## src/rtl/dbas_pkg.sv

```systemverilog
// Shared types, widths and register codes for the dual boxcar average scaler.
// Used by the channel interfaces, the lanes and the top level.
// Has no dependencies.
package dbas_pkg;

  localparam int SAMPLE_W = 10;
  localparam int SPAN_W   = 12;
  localparam int PROD_W   = SAMPLE_W + SPAN_W;
  localparam int SCALED_W = 23;
  localparam int FAULT_W  = 2;
  localparam int CFG_IDX_W  = 3;
  localparam int CFG_DATA_W = 12;

  localparam logic [SAMPLE_W-1:0] DEPTH_LOW_RST  = 10'd202;
  localparam logic [SAMPLE_W-1:0] DEPTH_HIGH_RST = 10'd219;
  localparam logic [SAMPLE_W-1:0] FLOW_LOW_RST   = 10'd210;
  localparam logic [SAMPLE_W-1:0] FLOW_HIGH_RST  = 10'd975;
  localparam logic [SPAN_W-1:0]   SPAN_RST       = 12'd1024;

  typedef enum logic [CFG_IDX_W-1:0] {
    CFG_DEPTH_LOW   = 3'd0,
    CFG_DEPTH_HIGH  = 3'd1,
    CFG_FLOW_LOW    = 3'd2,
    CFG_FLOW_HIGH   = 3'd3,
    CFG_SCALED_SPAN = 3'd4
  } cfg_reg_t;

  typedef enum logic [2:0] {
    LN_IDLE,
    LN_TOTAL,
    LN_AVG,
    LN_MUL,
    LN_DIV,
    LN_DONE
  } lane_state_t;

  typedef struct packed {
    logic [SAMPLE_W-1:0] lo;
    logic [SAMPLE_W-1:0] hi;
    logic [SPAN_W-1:0]   span;
  } lane_cfg_t;

  typedef struct packed {
    logic                       done;
    logic                       fault;
    logic [SAMPLE_W-1:0]        average;
    logic signed [SCALED_W-1:0] scaled;
  } lane_res_t;

endpackage

```

## src/rtl/dbas_if.sv

```systemverilog
// Valid/ready channel interfaces: sample pairs in, results out, register writes.
// Depends on dbas_pkg for field widths.
interface dbas_in_if;
  import dbas_pkg::*;
  logic                valid;
  logic                ready;
  logic [SAMPLE_W-1:0] depth_sample;
  logic [SAMPLE_W-1:0] flow_sample;
  modport source(output valid, depth_sample, flow_sample, input ready);
  modport sink(input valid, depth_sample, flow_sample, output ready);
endinterface

interface dbas_out_if;
  import dbas_pkg::*;
  logic                       valid;
  logic                       ready;
  logic [SAMPLE_W-1:0]        depth_average;
  logic [SAMPLE_W-1:0]        flow_average;
  logic signed [SCALED_W-1:0] depth_scaled;
  logic signed [SCALED_W-1:0] flow_scaled;
  logic [FAULT_W-1:0]         span_fault;
  modport source(output valid, depth_average, flow_average, depth_scaled, flow_scaled,
                 span_fault, input ready);
  modport sink(input valid, depth_average, flow_average, depth_scaled, flow_scaled,
               span_fault, output ready);
endinterface

interface dbas_cfg_if;
  import dbas_pkg::*;
  logic                  valid;
  logic                  ready;
  logic [CFG_IDX_W-1:0]  index;
  logic [CFG_DATA_W-1:0] data;
  modport source(output valid, index, data, input ready);
  modport sink(input valid, index, data, output ready);
endinterface

```

## src/rtl/dbas_serial_div.sv

```systemverilog
// Restoring unsigned divider producing one quotient bit per cycle.
// Self-contained; the divisor must be non-zero.
module dbas_serial_div #(
  parameter int NW = 22,
  parameter int DW = 10
) (
  input  logic          clk,
  input  logic          rst,
  input  logic          start,
  input  logic [NW-1:0] num,
  input  logic [DW-1:0] den,
  output logic          done,
  output logic [NW-1:0] quot
);
  localparam int CW = $clog2(NW + 1);

  logic          busy;
  logic [CW-1:0] cnt;
  logic [DW-1:0] rem;
  logic [DW-1:0] den_q;
  logic [NW-1:0] quo;
  logic [DW:0]   trial;
  logic [DW:0]   diff;
  logic          ge;

  // The dividend shifts out of the top of quo while quotient bits enter at the bottom.
  assign trial = {rem, quo[NW-1]};
  assign diff  = trial - {1'b0, den_q};
  assign ge    = trial >= {1'b0, den_q};
  assign quot  = quo;

  always_ff @(posedge clk) begin
    if (rst) begin
      busy <= 1'b0;
      done <= 1'b0;
      cnt  <= '0;
    end else begin
      done <= 1'b0;
      if (start) begin
        busy <= 1'b1;
        cnt  <= CW'(NW);
      end else if (busy) begin
        cnt <= cnt - 1'b1;
        if (cnt == CW'(1)) begin
          busy <= 1'b0;
          done <= 1'b1;
        end
      end
    end
  end

  always_ff @(posedge clk) begin
    if (start) begin
      rem   <= '0;
      quo   <= num;
      den_q <= den;
    end else if (busy) begin
      rem <= ge ? diff[DW-1:0] : trial[DW-1:0];
      quo <= {quo[NW-2:0], ge};
    end
  end

endmodule

```

## src/rtl/dbas_serial_mul.sv

```systemverilog
// Shift-and-add unsigned multiplier consuming one multiplier bit per cycle.
// Self-contained.
module dbas_serial_mul #(
  parameter int AW = 10,
  parameter int BW = 12
) (
  input  logic             clk,
  input  logic             rst,
  input  logic             start,
  input  logic [AW-1:0]    a,
  input  logic [BW-1:0]    b,
  output logic             done,
  output logic [AW+BW-1:0] prod
);
  localparam int PW = AW + BW;
  localparam int CW = $clog2(AW + 1);

  logic          busy;
  logic [CW-1:0] cnt;
  logic [AW-1:0] a_sh;
  logic [PW-1:0] b_sh;
  logic [PW-1:0] acc;

  assign prod = acc;

  always_ff @(posedge clk) begin
    if (rst) begin
      busy <= 1'b0;
      done <= 1'b0;
      cnt  <= '0;
    end else begin
      done <= 1'b0;
      if (start) begin
        busy <= 1'b1;
        cnt  <= CW'(AW);
      end else if (busy) begin
        cnt <= cnt - 1'b1;
        if (cnt == CW'(1)) begin
          busy <= 1'b0;
          done <= 1'b1;
        end
      end
    end
  end

  always_ff @(posedge clk) begin
    if (start) begin
      acc  <= '0;
      a_sh <= a;
      b_sh <= PW'(b);
    end else if (busy) begin
      if (a_sh[0]) begin
        acc <= acc + b_sh;
      end
      a_sh <= a_sh >> 1;
      b_sh <= b_sh << 1;
    end
  end

endmodule

```

## src/rtl/dbas_lane.sv

```systemverilog
// One averaging lane: sample ring with running total, serial divide for the
// average, then serial multiply and divide for the linear rescale.
// Depends on dbas_pkg, dbas_serial_div and dbas_serial_mul.
module dbas_lane #(
  parameter int WINDOW = 50
) (
  input  logic                          clk,
  input  logic                          rst,
  input  logic                          start,
  input  logic [dbas_pkg::SAMPLE_W-1:0] sample,
  input  dbas_pkg::lane_cfg_t           cfg,
  input  logic                          take,
  output dbas_pkg::lane_res_t           res
);
  import dbas_pkg::*;

  localparam int SW = (WINDOW > 1) ? $clog2(WINDOW) : 1;
  localparam int TW = $clog2(WINDOW * 1023 + 1);

  lane_state_t state, state_next;

  logic [SAMPLE_W-1:0] mem [WINDOW];
  logic [WINDOW-1:0]   ring_vld;
  logic [SW-1:0]       slot;
  logic [TW-1:0]       total;
  logic [TW-1:0]       total_next;
  logic [SAMPLE_W-1:0] rd_data;
  logic                rd_vld;
  logic [SAMPLE_W-1:0] smp;
  logic [SAMPLE_W-1:0] old;
  logic [SAMPLE_W-1:0] average;
  logic signed [SCALED_W-1:0] scaled;
  logic                fault;
  logic                neg;

  logic                load;
  logic                div_start;
  logic [PROD_W-1:0]   div_num;
  logic [SAMPLE_W-1:0] div_den;
  logic                div_done;
  logic [PROD_W-1:0]   div_quot;
  logic                mul_start;
  logic                mul_done;
  logic [PROD_W-1:0]   mul_prod;

  logic [SAMPLE_W-1:0] avg_q;
  logic [SAMPLE_W:0]   diff;
  logic [SAMPLE_W:0]   diff_abs;
  logic                den_neg;
  logic [SAMPLE_W-1:0] den_mag;
  logic                span_eq;
  logic [SCALED_W-1:0] q_ext;

  assign load = start && (state == LN_IDLE);

  // A slot never written since reset counts as zero.
  assign old        = rd_vld ? rd_data : '0;
  assign total_next = total - TW'(old) + TW'(smp);

  assign avg_q    = div_quot[SAMPLE_W-1:0];
  assign diff     = {1'b0, avg_q} - {1'b0, cfg.lo};
  assign diff_abs = diff[SAMPLE_W] ? (~diff + 1'b1) : diff;
  assign den_neg  = cfg.hi < cfg.lo;
  assign den_mag  = den_neg ? (cfg.lo - cfg.hi) : (cfg.hi - cfg.lo);
  assign span_eq  = cfg.hi == cfg.lo;
  assign q_ext    = {1'b0, div_quot};

  always_ff @(posedge clk) begin
    if (rst) begin
      state <= LN_IDLE;
    end else begin
      state <= state_next;
    end
  end

  always_comb begin
    state_next = state;
    div_start  = 1'b0;
    div_num    = PROD_W'(total_next);
    div_den    = SAMPLE_W'(WINDOW);
    mul_start  = 1'b0;
    unique case (state)
      LN_IDLE: begin
        if (load) begin
          state_next = LN_TOTAL;
        end
      end
      LN_TOTAL: begin
        div_start  = 1'b1;
        state_next = LN_AVG;
      end
      LN_AVG: begin
        if (div_done) begin
          if (span_eq) begin
            state_next = LN_DONE;
          end else begin
            mul_start  = 1'b1;
            state_next = LN_MUL;
          end
        end
      end
      LN_MUL: begin
        div_num = mul_prod;
        div_den = den_mag;
        if (mul_done) begin
          div_start  = 1'b1;
          state_next = LN_DIV;
        end
      end
      LN_DIV: begin
        if (div_done) begin
          state_next = LN_DONE;
        end
      end
      LN_DONE: begin
        if (take) begin
          state_next = LN_IDLE;
        end
      end
      default: state_next = LN_IDLE;
    endcase
  end

  // Ring memory: the old entry is read as the new sample overwrites it.
  always_ff @(posedge clk) begin
    if (load) begin
      rd_data   <= mem[slot];
      mem[slot] <= sample;
    end
  end

  always_ff @(posedge clk) begin
    if (rst) begin
      ring_vld <= '0;
      slot     <= '0;
      total    <= '0;
      rd_vld   <= 1'b0;
    end else begin
      if (load) begin
        rd_vld         <= ring_vld[slot];
        ring_vld[slot] <= 1'b1;
        slot           <= (slot == SW'(WINDOW - 1)) ? '0 : slot + 1'b1;
      end
      if (state == LN_TOTAL) begin
        total <= total_next;
      end
    end
  end

  always_ff @(posedge clk) begin
    if (load) begin
      smp <= sample;
    end
    if (state == LN_AVG && div_done) begin
      average <= avg_q;
      fault   <= span_eq;
      neg     <= diff[SAMPLE_W] ^ den_neg;
      if (span_eq) begin
        scaled <= '0;
      end
    end
    if (state == LN_DIV && div_done) begin
      scaled <= neg ? $signed(SCALED_W'(0) - q_ext) : $signed(q_ext);
    end
  end

  dbas_serial_div #(
    .NW(PROD_W),
    .DW(SAMPLE_W)
  ) u_div (
    .clk  (clk),
    .rst  (rst),
    .start(div_start),
    .num  (div_num),
    .den  (div_den),
    .done (div_done),
    .quot (div_quot)
  );

  dbas_serial_mul #(
    .AW(SAMPLE_W),
    .BW(SPAN_W)
  ) u_mul (
    .clk  (clk),
    .rst  (rst),
    .start(mul_start),
    .a    (diff_abs[SAMPLE_W-1:0]),
    .b    (cfg.span),
    .done (mul_done),
    .prod (mul_prod)
  );

  assign res.done    = state == LN_DONE;
  assign res.fault   = fault;
  assign res.average = average;
  assign res.scaled  = scaled;

endmodule

```

## src/rtl/dual_boxcar_average_scaler_unit.sv

```systemverilog
// Each input beat carries a depth and a flow sample; each enters its own circular window
// (DEPTH_WINDOW and FLOW_WINDOW entries, zero after reset) and one result beat follows with
// the floor average of each window and its linear rescale (avg-low)*span/(high-low), truncated
// toward zero and unclamped; a channel whose high equals low gives 0 and sets its fault bit.
// The two lanes run side by side, each through a bit-serial divider and multiplier: a lane
// takes an item through two 22-step divisions and one 10-step multiply, or through the first
// division alone when its span is faulted. A new beat is accepted once the previous result
// has moved into the output register. Register writes are accepted only while no item is in
// flight, and a pending write holds off new beats.
// Depends on dbas_pkg, dbas_if and dbas_lane.
module dual_boxcar_average_scaler_unit #(
  parameter int DEPTH_WINDOW = 50,
  parameter int FLOW_WINDOW  = 25
) (
  input  logic        clk,
  input  logic        rst,
  dbas_in_if.sink     samples,
  dbas_out_if.source  results,
  dbas_cfg_if.sink    cfg
);
  import dbas_pkg::*;

  logic [SAMPLE_W-1:0] depth_low;
  logic [SAMPLE_W-1:0] depth_high;
  logic [SAMPLE_W-1:0] flow_low;
  logic [SAMPLE_W-1:0] flow_high;
  logic [SPAN_W-1:0]   scaled_span;

  lane_cfg_t d_cfg, f_cfg;
  lane_res_t d_res, f_res;

  logic busy;
  logic out_vld;
  logic accept;
  logic xfer;
  logic [SAMPLE_W-1:0]        depth_average;
  logic [SAMPLE_W-1:0]        flow_average;
  logic signed [SCALED_W-1:0] depth_scaled;
  logic signed [SCALED_W-1:0] flow_scaled;
  logic [FAULT_W-1:0]         span_fault;

  // The lanes read the registers throughout an item, so writes wait until it has finished.
  assign cfg.ready     = !busy;
  assign samples.ready = !busy && !cfg.valid;
  assign accept        = samples.valid && !busy && !cfg.valid;
  assign xfer          = busy && d_res.done && f_res.done && (!out_vld || results.ready);

  always_ff @(posedge clk) begin
    if (rst) begin
      depth_low   <= DEPTH_LOW_RST;
      depth_high  <= DEPTH_HIGH_RST;
      flow_low    <= FLOW_LOW_RST;
      flow_high   <= FLOW_HIGH_RST;
      scaled_span <= SPAN_RST;
    end else if (cfg.valid && !busy) begin
      unique case (cfg_reg_t'(cfg.index))
        CFG_DEPTH_LOW:   depth_low   <= cfg.data[SAMPLE_W-1:0];
        CFG_DEPTH_HIGH:  depth_high  <= cfg.data[SAMPLE_W-1:0];
        CFG_FLOW_LOW:    flow_low    <= cfg.data[SAMPLE_W-1:0];
        CFG_FLOW_HIGH:   flow_high   <= cfg.data[SAMPLE_W-1:0];
        CFG_SCALED_SPAN: scaled_span <= cfg.data[SPAN_W-1:0];
        default: ;
      endcase
    end
  end

  assign d_cfg = '{lo: depth_low, hi: depth_high, span: scaled_span};
  assign f_cfg = '{lo: flow_low, hi: flow_high, span: scaled_span};

  dbas_lane #(.WINDOW(DEPTH_WINDOW)) u_depth (
    .clk   (clk),
    .rst   (rst),
    .start (accept),
    .sample(samples.depth_sample),
    .cfg   (d_cfg),
    .take  (xfer),
    .res   (d_res)
  );

  dbas_lane #(.WINDOW(FLOW_WINDOW)) u_flow (
    .clk   (clk),
    .rst   (rst),
    .start (accept),
    .sample(samples.flow_sample),
    .cfg   (f_cfg),
    .take  (xfer),
    .res   (f_res)
  );

  // Busy covers one item from acceptance until its result reaches the output register.
  always_ff @(posedge clk) begin
    if (rst) begin
      busy    <= 1'b0;
      out_vld <= 1'b0;
    end else begin
      if (accept) begin
        busy <= 1'b1;
      end else if (xfer) begin
        busy <= 1'b0;
      end
      if (xfer) begin
        out_vld <= 1'b1;
      end else if (results.ready) begin
        out_vld <= 1'b0;
      end
    end
  end

  always_ff @(posedge clk) begin
    if (xfer) begin
      depth_average <= d_res.average;
      flow_average  <= f_res.average;
      depth_scaled  <= d_res.scaled;
      flow_scaled   <= f_res.scaled;
      span_fault    <= {f_res.fault, d_res.fault};
    end
  end

  assign results.valid         = out_vld;
  assign results.depth_average = depth_average;
  assign results.flow_average  = flow_average;
  assign results.depth_scaled  = depth_scaled;
  assign results.flow_scaled   = flow_scaled;
  assign results.span_fault    = span_fault;

  a_accept_sets_busy: assert property (@(posedge clk) disable iff (rst)
    samples.valid && samples.ready |=> busy)
    else $error("accepted beat did not mark the block busy");

  a_busy_ends_in_result: assert property (@(posedge clk) disable iff (rst)
    !$past(rst) && $fell(busy) |-> results.valid)
    else $error("item finished without a result in the output register");

  a_lanes_idle: assert property (@(posedge clk) disable iff (rst)
    !busy |-> !d_res.done && !f_res.done)
    else $error("lane holds a result while no item is in flight");

  a_fault_zero: assert property (@(posedge clk) disable iff (rst)
    results.valid && results.span_fault[0] |-> results.depth_scaled == '0)
    else $error("depth span fault with non-zero scaled value");

endmodule
```

## src/flat_wrapper.sv

```systemverilog
// flat-port wrapper written by rule: the top's interface ports become plain ports
module dual_boxcar_average_scaler_unit_flat import dbas_pkg::*;
#(
  parameter int DEPTH_WINDOW = 50,
  parameter int FLOW_WINDOW  = 25
)
  (clk, rst, samples_valid, samples_depth_sample, samples_flow_sample, samples_ready, results_valid, results_depth_average, results_flow_average, results_depth_scaled, results_flow_scaled, results_span_fault, results_ready, cfg_valid, cfg_index, cfg_data, cfg_ready);
  dbas_in_if samples_i ();
  dbas_out_if results_i ();
  dbas_cfg_if cfg_i ();
  input  logic clk;
  input  logic rst;
  input wire logic [$bits(samples_i.valid)-1:0] samples_valid;
  input wire logic [$bits(samples_i.depth_sample)-1:0] samples_depth_sample;
  input wire logic [$bits(samples_i.flow_sample)-1:0] samples_flow_sample;
  output wire logic [$bits(samples_i.ready)-1:0] samples_ready;
  output wire logic [$bits(results_i.valid)-1:0] results_valid;
  output wire logic [$bits(results_i.depth_average)-1:0] results_depth_average;
  output wire logic [$bits(results_i.flow_average)-1:0] results_flow_average;
  output wire logic [$bits(results_i.depth_scaled)-1:0] results_depth_scaled;
  output wire logic [$bits(results_i.flow_scaled)-1:0] results_flow_scaled;
  output wire logic [$bits(results_i.span_fault)-1:0] results_span_fault;
  input wire logic [$bits(results_i.ready)-1:0] results_ready;
  input wire logic [$bits(cfg_i.valid)-1:0] cfg_valid;
  input wire logic [$bits(cfg_i.index)-1:0] cfg_index;
  input wire logic [$bits(cfg_i.data)-1:0] cfg_data;
  output wire logic [$bits(cfg_i.ready)-1:0] cfg_ready;
  assign samples_i.valid = samples_valid;
  assign samples_i.depth_sample = samples_depth_sample;
  assign samples_i.flow_sample = samples_flow_sample;
  assign samples_ready = samples_i.ready;
  assign results_valid = results_i.valid;
  assign results_depth_average = results_i.depth_average;
  assign results_flow_average = results_i.flow_average;
  assign results_depth_scaled = results_i.depth_scaled;
  assign results_flow_scaled = results_i.flow_scaled;
  assign results_span_fault = results_i.span_fault;
  assign results_i.ready = results_ready;
  assign cfg_i.valid = cfg_valid;
  assign cfg_i.index = cfg_index;
  assign cfg_i.data = cfg_data;
  assign cfg_ready = cfg_i.ready;
  dual_boxcar_average_scaler_unit #(.DEPTH_WINDOW(DEPTH_WINDOW), .FLOW_WINDOW(FLOW_WINDOW)) u_core (.clk(clk), .rst(rst), .samples(samples_i), .results(results_i), .cfg(cfg_i));
endmodule
```

## config.mk

```make
export PLATFORM = sky130hd
export DESIGN_NAME = dual_boxcar_average_scaler_unit_flat
export DESIGN_NICKNAME = d
export VERILOG_FILES = /design/src/rtl/dbas_pkg.sv /design/src/rtl/dbas_if.sv /design/src/rtl/dbas_serial_div.sv /design/src/rtl/dbas_serial_mul.sv /design/src/rtl/dbas_lane.sv /design/src/rtl/dual_boxcar_average_scaler_unit.sv /design/src/flat_wrapper.sv
export SDC_FILE = /design/constraint.sdc
export NUM_CORES = 2
export LEC_CHECK = 0
export BUFFER_PORTS_ARGS = -buffer_cell sky130_fd_sc_hd__buf_2
export CAP_MARGIN = 20
export CORE_ASPECT_RATIO = 1.5
export CORE_MARGIN = 1
export CORE_UTILIZATION = 45
export CTS_BUF_LIST = sky130_fd_sc_hd__clkbuf_4 sky130_fd_sc_hd__clkbuf_8
export DETAILED_ROUTE_END_ITERATION = 10
export HOLD_SLACK_MARGIN = 0.03
export PLACE_DENSITY_LB_ADDON = 0.2
export RECOVER_POWER = 25
export SYNTH_ARGS = -nofsm -noshare
export SYNTH_HDL_FRONTEND = slang
export SYNTH_SLANG_ARGS = --single-unit
export TNS_END_PERCENT = 20
```

## constraint.sdc

```tcl
create_clock -name clk -period 8.5 [get_ports clk]
set_input_delay 0.85 -clock clk [delete_from_list [all_inputs] [get_ports clk]]
set_output_delay 0.85 -clock clk [all_outputs]
set_load 0.005 [all_outputs]
```

[Word-level counts from Yosys, hierarchy flattened]
Memory sizes are Yosys's and may differ from the RTL's. A register that Yosys moved wholly into a read port is not among the register bits.
Index checks and enable logic that the tools add are counted.
Storage, ports and cells
  word-level logic and storage cells: 284
  flip-flop bits (word level): 555
  memories: 2
  bits in writable memories: 750
Operators by class
  bitwise operators: 10
  eq/ne operators: 32
  mux-type cells: 95
  reductions and logical operators: 51
  add/sub/neg operators: 24
  magnitude comparators: 8
Memories
  u_core.u_depth.mem: words 50, width 10, rd ports 1, clocked after Yosys merged registers in 1, write ports 1, line dbas_lane.sv:22  | logic [SAMPLE_W-1:0] mem [WINDOW];
  u_core.u_flow.mem: words 25, width 10, rd ports 1, clocked after Yosys merged registers in 1, write ports 1, line dbas_lane.sv:22
Operator list (count)
  two-way mux 23 bit: 8
  two-way mux 22 bit: 6
  two-way mux 10 bit: 12
  subtractor 10 bit: 6
  bitwise OR 50 bit: 1
  two-way mux 12 bit: 4
  subtractor 1 x 22 -> 23 bit (first input constant): 2
  adder 22 bit: 2
  two-way mux 1 bit: 36
  one-hot mux 3 bit (6 select lines): 2
  two-way mux 3 bit: 11
  two-way mux 5 bit: 5
  bitwise OR 25 bit: 1
  >= comparator 11 x 10 -> 1 bit: 2
  subtractor 10 x 10 -> 11 bit: 2
  adder 10 x 1 -> 10 bit (second input constant): 2
  equality test 10 bit: 2
  less-than comparator 10 bit: 2
  NOT 10 bit: 2
  nonzero test 2 bit: 10
  equality test 3 x 2 -> 1 bit (second input constant): 6
  AND reduction 2 bit: 9
  adder 16 x 10 -> 16 bit: 1
  two-way mux 4 bit: 4
  34 further kinds: 82

[Longest topological paths before layout]
  depth in word-level cells: 6
  depth in mapped cells: 16
  mapped depth without buffers: 15

[Modules after synthesis]
A second synthesis with hierarchy kept.
Unflattened totals
  cells, all modules: 4640
  area total of the unflattened synthesis: 60406.7 um^2
Modules (own cells, without submodules)
  dbas_lane (u_core.u_depth): times used 1, seq. area each 18187.4 um^2, cells an instance 1962, area each 27483.9 um^2
  dbas_lane (u_core.u_flow): times used 1, seq. area each 10139.7 um^2, cells an instance 1206, area each 16509.6 um^2
  dbas_serial_mul: times used 2, seq. area each 1421.4 um^2, cells an instance 380, area each 3592.2 um^2
  dbas_serial_div: times used 2, seq. area each 1301.2 um^2, cells an instance 216, area each 2512.4 um^2
  dual_boxcar_average_scaler_unit: times used 1, seq. area each 3123.0 um^2, cells an instance 280, area each 4204.0 um^2

[Worst setup path after synthesis]
No wires, ideal clock.
  path type: input port to flip-flop
  start point: input port cfg_valid
  end point: register u_core.u_flow.slot[0]
  required time: 8385 ps
  library setup time: 115 ps
  cell stages on the path: 7
  arrival: 3732 ps
  setup slack: 4653 ps
  path buffers: 0
  cells stage by stage: nor2_1 > nand2_1 > nor4_4 > nand2_1 > nor3b_1 > or2_2 > nor2_1
Between the ends
  longest elaborated chain between the ends: 3
Ends and longest elaborated chain
  from (decl): line flat_wrapper.sv:24  | input wire logic [$bits(cfg_i.valid)-1:0] cfg_valid;
  zero test 1 bit: line dual_boxcar_average_scaler_unit.sv:45  | assign accept = samples.valid && !busy && !cfg.valid;
  logical AND 1 bit: line dual_boxcar_average_scaler_unit.sv:45
  logical AND 1 bit: line dbas_lane.sv:54  | assign load = start && (state == LN_IDLE);
  via u_core.u_flow.load: line dbas_lane.sv:36  | logic load;
  to (signal assigned): line dbas_lane.sv:142  | slot <= (slot == SW'(WINDOW - 1)) ? '0 : slot + 1'b1;
  to (decl): line dbas_lane.sv:24  | logic [SW-1:0] slot;
The timed path passes the listed nets, and every way through them passes these cells.
A chain may end at the register's enable or synchronous reset.

[Final worst setup path]
  start point: register u_core.u_depth.slot[1]
  end point: memory u_core.u_depth.mem[42][5] (enable)
RTL lines (line)
  from (decl): dbas_lane.sv:24
  from (signal assigned): dbas_lane.sv:142
  to (decl): dbas_lane.sv:22
No word-level cell before the write port.

==> results_dict.tcl <==
set metrics [dict create \
    dieArea_sq_um 132000 \
    grt_max_degree 90 \
    final_core_util_pct 50.5 \
    antenna_left 0 \
    initial_core_util_pct 45.3 \
    drc 0 \
    grt_usage_pct 23.4 \
    synth_cell_types 87 \
    tightest_slew_ns 3.33 \
    insertion_delay_ns 0.91 \
    layout_setup_ws_ns 4.02 \
    viasPerCell 5.65 \
    cts_tree "built" \
    post_cts_buffers 0 \
    use_met2_pct 40.8 \
    relSlewSlack_pct -122 \
    synthArstFlopShare_pct 0 \
    period_needed_ns 4.48 \
    hold_depth 2 \
    slowest_stage "nor2_1" \
    most-common-layout-cells "1036 x edfxtp_1, 522 x nor2_1, 423 x nand2_1" \
    grt_pass1_vias 38000 \
    drive_above_1_share_pct 14.0 \
    yosysWarnings 0 \
    grtUsageMet1_pct 27.1 \
    syn_area_sq_um 58800 \
    multi_input_area_sq_um 20200 \
    met3_usage_pct 4.01 \
    io_buffers 110 \
    cts.sinks 1325 \
    status "finished with violations" \
    die_x_um 297 \
    nFillCells 11400 \
    clk_pin_slew_ns 0.07 \
    slowest_delay_ns 0.91 \
    worstPathArrival_ns 4.98 \
    violations "max-capacitance violations, max-slew violations" \
    top_usage_layer "met2" \
    wirelength_mm 156 \
    synthCells 4674 \
    synth-edff-count 1036 \
    reg2reg_depth 5 \
    cap_violations 10 \
    p_leak_nw 23.2 \
    finalHoldViolCount 0 \
    post-place-ws_ns 4.14 \
    cp_cell_sequence "buf_4 > inv_2 > nor2_1 > nand2_1 > nor2_1" \
    numCtsBuffers 189 \
    grt_pass1_wl_mm 233 \
    num_rows 162 \
    required_ns 9.01 \
    cpMostUsedCell "nor2_1" \
    grt-ovfl-total 0 \
    fin_crit_sh_pct 52.7 \
    fin_worst_skew_ns 0.0422 \
    synth.avg_cell_area_sq_um 12.6 \
    cp-end-kind "register" \
    core_area_sq_um 130000 \
    finalSetupViolCount 0 \
    synth-seq-cells 1325 \
    yosysSeqAreaShare_pct 62.8 \
    hold_class "in2reg" \
    first_pass_iters 6 \
    dr.first_iter.drc_count 3086 \
    ir_drop_uv 158 \
    cts_hold_buf 0 \
    layout_commonest_cell "edfxtp_1" \
    start_kind "register" \
    final_max_slew_viol_count 443 \
    post_cts_resized 0 \
    place.gp.congestion 0.944 \
    fmax_mhz 223 \
    rsz0062_at_grt "no" \
    root_buffer "clkbuf_8" \
    pin_count 111 \
    die_y_um 445 \
    cts.path.max_buffers 3 \
    worstPathMaxFanout 40 \
    h-tree-depth 4 \
    antenna_found_initial 2 \
    synthFlopType "edfxtp_1" \
    wl_per_cell_um 23.2 \
    dpl.hpwl_mm 103 \
    syn-num-nets 4913 \
    power-per-cell-area_nw_per_um2 256 \
    finalSetupTns_ns 0 \
    vias 38000 \
    regArea_sq_um 36900 \
    criticalPathCategory "reg2reg" \
    nets 5082 \
    area_growth_pct 11.4 \
]
## final cells by class
cell class              instances  share of cell area, %
diodes                          1                0.00382
clock buffers                 276                   5.20
clock inverters                79                   1.11
inverters                     226                   1.30
multi-input cells            2907                   30.9
flip-flops and latches       1325                   56.4
well taps                    1722                   3.29
repair buffers                194                   1.83
## Yosys cell counts (45+ instances only)
cell type,n,area [sq um]
inv_1,224,841
edfxtp_1,1036,31100
xnor2_1,88,771
mux2i_1,153,1530
mux4_2,83,1870
clkbuf_1,165,619
a22oi_1,82,616
a21oi_1,249,1250
o22ai_1,48,300
o21ai_0,185,926
ha_1,169,2110
nor3_1,60,300
mux2_2,45,507
a21o_1,53,398
xor2_1,73,639
nand2_1,423,1590
a221oi_1,60,526
dfxtp_1,289,5790
nor2_1,525,1970
nor2b_1,47,294
## cell families after synthesis
logic type | after synthesis | synth area share, %
DFF | 1325 | 62.8
and+or+nand+nor | 1304 | 9.84
AOI/OAI and AO/OA | 962 | 10.8
buffers and inverters | 442 | 2.88
muxes | 281 | 6.65
adders and majority gates | 199 | 4.62
xor gates and xnor gates | 161 | 2.40
## worst max-delay path, delay by kind of cell, from the launching register on
family | cells | cell delay (ns)
AND/OR/NAND/NOR | 3 | 2.15
buffers and inverters | 2 | 1.14
flip-flops | 1 | 0.75
## state kept, by name, indices dropped and copies added (netlist names), 12 cells and up
signal,cells
u_core.u_depth.total,16
u_core.u_depth.scaled,23
u_core.results.depth_scaled,23
u_core.u_depth.mem,500
u_core.scaled_span,12
u_core.u_flow.ring_vld,25
u_core.u_flow.total,15
u_core.u_flow.u_mul.b_sh,22
u_core.u_flow.u_div.quot,22
u_core.u_flow.u_mul.prod,22
u_core.u_depth.ring_vld,50
u_core.u_depth.u_mul.b_sh,22
u_core.u_depth.u_div.quot,22
u_core.results.flow_scaled,23
u_core.u_depth.u_mul.prod,22
u_core.u_flow.mem,250
u_core.u_flow.scaled,23
## power by group
group / internal (mW) / switching (mW) / total (mW)
clock network: 2.95 / 2.48 / 5.43
registers: 7.37 / 0.384 / 7.75
logic: 1.45 / 2.09 / 3.55
total: 11.8 / 4.96 / 16.7
## path summary, 6_finish.rpt
path | from | slack, ns | endpoint
hold reg to reg | u_core.u_flow.scaled[15] | 0.41 | u_core.results.flow_scaled[15]
hold / removal | cfg_data[7] | 0.23 | u_core.depth_low[7]
setup reg to reg | u_core.u_depth.slot[1] | 4.02 | u_core.u_depth.mem[42][5]
setup / recovery | u_core.u_depth.slot[1] | 4.02 | u_core.u_depth.mem[42][5]
## routing by layer
layer	share of wire, %	routed length [um]	vias to the layer above
met5	0.0070	11	-
met4	6.2	9620	2
met3	5.5	8660	380
met2	50	78700	1308
met1	38	59100	18700
li1	-	-	17600
## per-stage QoR
| stage | cell area [sq um] | cells | total power [mW] | hold slack, ns |
|---|---|---|---|---|
| 2_1_floorplan | 58800 | 4674 | 10.4 | 0.400 |
| 3_3_place_gp | 61200 | 6359 | 11.4 | 0.403 |
| 3_5_place_dp | 61300 | 6365 | 11.4 | 0.405 |
| 4_1_cts | 65400 | 6720 | 16.8 | 0.136 |
| 5_1_grt | 65500 | 6730 | 17.6 | 0.190 |
| 6_report | 65500 | 6730 | 16.7 | 0.230 |
(Power assumes the default switching activity.)
